`config.mk`:
```
export PLATFORM = sky130hd
export DESIGN_NAME = cpba_map
export DESIGN_NICKNAME = d
export VERILOG_FILES = /design/src/hw/rtl/cpba_pkg.sv /design/src/hw/rtl/cpba_map.sv
export SDC_FILE = /design/constraint.sdc
export NUM_CORES = 2
export LEC_CHECK = 0
export ABC_CLOCK_PERIOD_IN_PS = 7200
export BUFFER_PORTS_ARGS = -buffer_cell sky130_fd_sc_hd__buf_2
export CORE_ASPECT_RATIO = 0.7
export CORE_UTILIZATION = 52
export DETAILED_ROUTE_END_ITERATION = 16
export GPL_ROUTABILITY_DRIVEN = 1
export PLACE_DENSITY = 0.75
export REMOVE_ABC_BUFFERS = 1
export SETUP_SLACK_MARGIN = 0.3
export SYNTH_ARGS = -nofsm -noshare
export SYNTH_HDL_FRONTEND = slang
export SYNTH_SLANG_ARGS = --single-unit
```
`constraint.sdc`:
```
create_clock -name clk -period 7.2 [get_ports clk]
set_input_delay 1.08 -clock clk [delete_from_list [all_inputs] [get_ports clk]]
set_output_delay 1.08 -clock clk [all_outputs]
set_load 0.02 [all_outputs]
```
`src/hw/rtl/cpba_pkg.sv`:
```
// ----------------------------------------------------------------------------
// cpba_pkg
// Shared constants, codes and types of the contiguous page bitmap allocator.
// ----------------------------------------------------------------------------
package cpba_pkg;

  // Page map geometry
  localparam int MAX_PAGES  = 4096;
  localparam int PAGE_SHIFT = 21;
  localparam int WORD_BITS  = 64;
  localparam int MAP_WORDS  = MAX_PAGES / WORD_BITS;
  localparam int WADDR_W    = $clog2(MAP_WORDS);
  localparam int OFF_W      = $clog2(WORD_BITS);

  // Field widths
  localparam int CNT_W   = 6;
  localparam int ADDR_W  = 48;
  localparam int PIDX_W  = ADDR_W - PAGE_SHIFT;
  localparam int PAGE_W  = 12;
  localparam int REG_W   = 13;
  localparam int STAT_W  = 3;
  localparam logic [REG_W-1:0] USED_MAX  = 13'd8191;
  localparam logic [REG_W-1:0] PAGE_LIM  = 13'd4096;

  // Operation codes
  localparam logic FUNC_ALLOC = 1'b0;
  localparam logic FUNC_FREE  = 1'b1;

  // Result status codes
  localparam logic [STAT_W-1:0] STAT_OK        = 3'd0;
  localparam logic [STAT_W-1:0] STAT_BAD_COUNT = 3'd1;
  localparam logic [STAT_W-1:0] STAT_NO_ROOM   = 3'd2;
  localparam logic [STAT_W-1:0] STAT_MISALIGN  = 3'd3;
  localparam logic [STAT_W-1:0] STAT_RANGE     = 3'd4;

  // Configuration register indexes
  localparam logic REG_NUM_PAGES = 1'b0;
  localparam logic REG_RESERVED  = 1'b1;

  typedef enum logic [2:0] {
    ST_IDLE,
    ST_SCAN,
    ST_FREE_RD0,
    ST_FREE_RD1,
    ST_FREE_CAP,
    ST_WR_LO,
    ST_WR_HI,
    ST_DONE
  } state_t;

  // Write request into the page map
  typedef struct packed {
    logic                 we;
    logic [WADDR_W-1:0]   addr;
    logic [WORD_BITS-1:0] data;
  } map_wr_t;

  // Answer of the run fit unit
  typedef struct packed {
    logic             found;
    logic [OFF_W-1:0] off;
  } fit_t;

endpackage

```
`src/hw/rtl/cpba_map.sv`:
```
// ----------------------------------------------------------------------------
// cpba_map
// Page bitmap memory: one word per 64 pages, one write and one registered
// read per cycle. Per-row valid bits make rows never written read as free.
// ----------------------------------------------------------------------------
module cpba_map
  import cpba_pkg::*;
(
  input  logic                 clk,
  input  logic                 rst,
  input  logic [WADDR_W-1:0]   raddr,
  output logic [WORD_BITS-1:0] rdata,
  input  map_wr_t              wr
);

  logic [WORD_BITS-1:0] mem [MAP_WORDS];
  logic [MAP_WORDS-1:0] row_valid;
  logic [WORD_BITS-1:0] rword;
  logic                 rvalid;

  // Write the row and mark it valid
  always_ff @(posedge clk) begin
    if (wr.we) begin
      mem[wr.addr] <= wr.data;
    end
  end

  always_ff @(posedge clk) begin
    if (rst) begin
      row_valid <= '0;
    end else if (wr.we) begin
      row_valid[wr.addr] <= 1'b1;
    end
  end

  // Registered read
  always_ff @(posedge clk) begin
    rword  <= mem[raddr];
    rvalid <= row_valid[raddr];
  end

  assign rdata = rvalid ? rword : '0;

endmodule

```
# Yosys cells after proc, flatten, opt, wreduce, memory -nomap -nowiden
# Memories as Yosys holds them, arrays and structs flattened. A register that Yosys moved wholly into a read port is not among the register bits.
# Index checks and enable logic that the tools add are counted.
# Widths: inputs -> output; s select.
dict set report word_totals {
  ff_bits 65
  latchBits 0
  mem_bits_rw 4096
  rom_bits 0
  output_inout_bits 64
  word_cells 15
  n_memories 1
}
dict set report classes {
  addsub 0
  mul 0
  div_mod_pow 0
  n_lt_le_gt_ge 3
  n_eq_ne 0
  shifts 0
  mux 7
  n_bitwise 1
  reduce_logical 1
}
# name words width rd rd_ports_with_merged_regs wr line_no
set mem_list {}
lappend mem_list {mem 64 64 1 1 1 cpba_map.sv:16} ;# logic [WORD_BITS-1:0] mem [MAP_WORDS];
# operator n
set ops {}
lappend ops {{$mux 64} 1}
lappend ops {{$or 64x64->64} 1}
lappend ops {{$lt 6x7->1 const B} 2}
lappend ops {{$bmux 1 s6} 1}
lappend ops {{$demux 1 s6} 1}
lappend ops {{$ge 6x1->1 const B} 1}
lappend ops {{$mux 1} 4}
lappend ops {{$logic_and 1x1->1} 1}

# Depth between registers and ports, before layout
dict set report depth {
  ltp_word 5
  ltp_mapped 10
  mapped_depth_nobuf 5
}

# Worst setup path before layout
# Ideal clock, no wire load.
dict set report synth_path {
  path_type {in2reg}
  from {input port wr[70] in the netlist's numbering}
  to {memory mem[40][0] (enable)}
  setup_ns 0.567
  arrival_time_ns 5.957
  required_time_ns 6.633
  setup_slack_ns 0.676
  path_stages 3
  path_buffers 0
  cell_sequence {nor2b_1 nand3_1 nor3_1}
}
dict set report synth_via {
  elab_chain_cells 2
}
# item line_no
set synth_rtl {}
lappend synth_rtl {{start: declaration} cpba_map.sv:13} ;# input map_wr_t wr
lappend synth_rtl {{$mux 1} cpba_map.sv:23} ;# if (wr.we) begin
lappend synth_rtl {{$mux 1 (not written as such)} cpba_map.sv:24} ;# mem[wr.addr] <= wr.data;
lappend synth_rtl {{end: declaration} cpba_map.sv:16}
# No other way between the ends.

# Worst setup path after layout
dict set report layout_path {
  from {register rvalid}
  to {output port rdata[51]}
}
dict set report layout_via {
  elab_chain_cells 1
}
# item line_no
set layout_rtl {}
lappend layout_rtl {{start: declaration} cpba_map.sv:19} ;# logic rvalid;
lappend layout_rtl {{start signal: assignment} cpba_map.sv:39} ;# rvalid <= row_valid[raddr];
lappend layout_rtl {{$mux 64} cpba_map.sv:42} ;# assign rdata = rvalid ? rword : '0;
lappend layout_rtl {{end: declaration} cpba_map.sv:12} ;# output logic [WORD_BITS-1:0] rdata,
# No other way between the ends.

==> summary.md <==
| Metric | Value |
|---|---|
| Status | finished clean |
| Met1 WL | approximately 150 mm |
| Min cycle time layout | around 3.8 ns |
| Share of Yosys cell area claimed by the top area cell type | 77.25% |
| Most repeated cell in the gate-level netlist after synthesis | sky130_fd_sc_hd__edfxtp_1 |
| Core Box Area | 0.3036 mm² |
| Antenna violations before repair | 29 |
| Maximum single-stage delay on the critical path | 0.74 ns |
| Residual overflow from global routing | 0 |
| Vias in the first global route | 79370 |
| Non-filler cells in the finished layout | about 12000 |
| Detailed-routing iteration count for the pre-antenna-repair pass | 5 |
| Fill cell total of the finished layout | 20390 |
| Number of buffers added to fix hold violations after cts | 0 |
| Biggest area consumer among synthesized cells | sky130_fd_sc_hd__edfxtp_1 |
| Instance count of the mapped netlist | roughly 7000 |
| Unique masters post-synth | 32 |
| Multi-input logic area | 0.03219 mm² |
| Pre-CTS setup slack | 2.742 ns |
| Synth area leaders | sky130_fd_sc_hd__edfxtp_1 77%, sky130_fd_sc_hd__mux4_2 15%, sky130_fd_sc_hd__dfxtp_1 1.6%, sky130_fd_sc_hd__mux2i_1 1.2%, sky130_fd_sc_hd__a22oi_1 1.2% |
| Initial core utilization | a little over half |
| Average cell area after synthesis | 22.89 µm² |
| Relative slew slack | between 10% and 20% |
| Total track usage | 27.44% |
| Full die area | 0.3085 mm² |
| Summed negative setup slack over all endpoints | 0 ns |
| Number of buffers added by the clock tree synthesis step | 379 |
| GPL Wtd Cong | 0.7990 |
| Upper clock frequency limit | between 0.2 and 0.3 GHz |
| List of cells traversed by the critical path | buf_4 -> and2_1 -> buf_2 |
| Worst path arrival time | 2.73 ns |
| Combinational group share of total power | 4.6% |
| Kind of capture point of the worst setup path | output port |
| Number of gates given a new drive strength after cts | 0 |
| Total length of routed wires | 426.2 mm |
| Wire length of the first global-routing pass | between 500 and 600 mm |
| Yosys warns | 0 |
| Sequential fraction of design power | approximately 55% |
| Number of synthesized flops with an enable pin | 4096 |
| Class of the most critical hold timing path | flip-flop to flip-flop |
| Final critical-path setup slack | 3.394 ns |
| Final antenna-violating net count | 0 |
| Buffers on Ports | between 100 and 150 |
| Fin crit share | 52.86% |
| CTS clk-pin slew, worst paths | 0.06 ns |
| Master of the slowest instance on the critical path | sky130_fd_sc_hd__dfxtp_4 |
| Clock latency reported for the late side of the worst-skew pair | 0.94 ns |
| Share of async-settable or async-resettable flops after synthesis | 0% |
| Deepest level of the CTS H-tree | 5 |
| Utilization after layout | 58.60% |
| Syn-to-layout area delta | 11.75% |
| Die span in x | 663.4 µm |
| Cell chosen for the clock root | sky130_fd_sc_hd__clkbuf_16 |
| Cell area after synthesis | roughly 0.16 mm² |
| Proportion of power drawn by the clock network | around two fifths |
| Net count reported at finish | approximately 7400 |
| Worst clock skew | 0.07548 ns |
| HPWL after detailed placement | roughly 210 mm |
| Detailed-route vias per instance | ~6.8 |
| Critical path start-end classification | flip-flop to output port |
| Transition time of the tightest slew-check pin | 1.326 ns |
| Areal power density over the cells | 279.7 mW/mm² |
| Max-cap check violation count | 0 |
| Site Rows | around 170 |
| Buffer depth of the longest clock path | 4 |
| Violation count after the first detailed-route iteration | around 13000 |
| Number of pins with negative max-slew slack in the final report | 0 |
| Ports | 143 |
| Detailed-route DRC error count | 0 |
| Worst setup SP type | flip-flop |
| Final hold slack | 0.4655 ns |
| Met2 Wirelength | 193.2 mm |
| FF+latch area | 0.1256 mm² |
| Switching power share of the total | 21.10% |
| Uppermost layer routed | met5 |
| Endpoints failing hold | 0 |
| Total of flip-flops plus latches after synthesis | 4225 |
| Internal Power | approximately 39 mW |
| Maximum fanout encountered on the critical timing path | 33 |
| Switching power summed over all nets | 10.50 mW |
| Commonest register cell after synthesis | sky130_fd_sc_hd__edfxtp_1 |
| Y dimension of the die | around 460 µm |
| Post-CTS setup buffers | 0 |
| RSZ-0062 raised after global routing | no |
| Via Count | 79170 |
| Commonest cells in the netlist | 4096 x sky130_fd_sc_hd__edfxtp_1, 1040 x sky130_fd_sc_hd__mux4_2, 258 x sky130_fd_sc_hd__a22oi_1, 251 x sky130_fd_sc_hd__nor2_1, 196 x sky130_fd_sc_hd__mux2i_1 |
| Post-synthesis sequential area ratio | 78.87% |
| Routed WL per cell | 36.69 µm |
| Fraction of final layout cells sized beyond drive strength 1 | 26.64% |
| Total number of clock tree sinks | 4225 |
| CTS tree | yes |
| Pin count of the biggest net entering global routing | 136 |
| Detailed-routed wire length on met3 | about 60 mm |
| Worst voltage drop across the vdd grid | 211.0 µV |
| Data required, critical path | 6.12 ns |
| Leakage Power | ~56 nW |
| Total of endpoints with negative setup slack in the final report | 0 |
| Total placed cells including tap cells | 10910 |
[cell type report]
| cell class | instances | area share (%) |
|---|---|---|
| Clock buffer | 489 | 5.746 |
| Inverter | 20 | 0.04219 |
| Sequential cell | 4225 | 70.58 |
| Tap cell | 4018 | 2.825 |
| Antenna cell | 15 | 0.02110 |
| Clock inverter | 203 | 1.145 |
| Multi-Input combinational cell | 2321 | 18.09 |
| Timing Repair Buffer | 324 | 1.553 |
[kinds of logic (layout without fill, tap and decap cells)]
| kind of cell | Yosys count | after routing | share of synthesized area [%] |
|---|---|---|---|
| AND/OR/NAND/NOR | 632 | 632 | 1.823 |
| flip-flops | 4225 | 4225 | 78.87 |
| multiplexers | 1236 | 1236 | 15.94 |
| buffers and inverters | 409 | 1036 | 1.270 |
| AO/OA/AOI/OAI | 453 | 453 | 2.097 |
| other | 0 | 15 | 0 |
[routing by layer]
layer,track usage [%],vias up
li1,-,30130
met1,39.58,41670
met2,41.29,6398
met3,6.388,971
met4,10.61,6
met5,0,-
[path summary, 6_finish.rpt]
check             cells after the start  slack (ns)         start            to
setup / recovery                      3        3.39        rvalid     rdata[51]
hold / removal                        2        0.47  row_valid[2]  row_valid[2]
setup reg to reg                      5        4.75    mem[13][5]      rword[5]
hold reg to reg                       2        0.47  row_valid[2]  row_valid[2]
[cells in the final DEF (no fill, tap or decap), drive strengths merged, types with 6 or more instances in the layout]
cell type     n
a22oi       258
diode        15
o22ai        83
bufinv       33
or2          25
buf         323
mux2i       196
clkinv      142
clkbuf      489
dfxtp       129
nor2        251
a31oi        39
clkinvlp     16
nand3        98
inv          32
nand2       119
nand2b        6
and2         67
edfxtp     4096
nor2b        31
a41oi        25
or3          27
a2111oi      20
mux4       1040
a2bb2oi      20
[flip-flops by register name, indices dropped and copies added (netlist names)]
signal,flops
rword,64
rvalid,1
mem,4096
row_valid,64
[stage by stage]
stage	total power [mW]	instance area (µm²)
CTS	49.87	177900
finish	49.76	177900
global route	50.91	177900
floorplan	28.79	157300
global placement	30.00	165600
detailed placement	30.07	165600
[critical path, delay by kind of cell (launching register included)]
family | cells | cell delay, ns
flip-flops | 1 | 0.74
buffers and inverters | 2 | 0.68
AND/OR/NAND/NOR | 1 | 0.28
[power by group through the flow]
| stage | clock, mW | combinational [mW] | sequential, mW |
|---|---|---|---|
| after floorplan | 0 | 1.05 | 27.7 |
| after global placement | 0 | 2.21 | 27.8 |
| after detailed placement | 0 | 2.27 | 27.8 |
| after CTS | 20.3 | 2.29 | 27.3 |
| final | 20.2 | 2.30 | 27.3 |
| after global routing | 21.2 | 2.41 | 27.3 |
(Power assumes the default switching activity.)
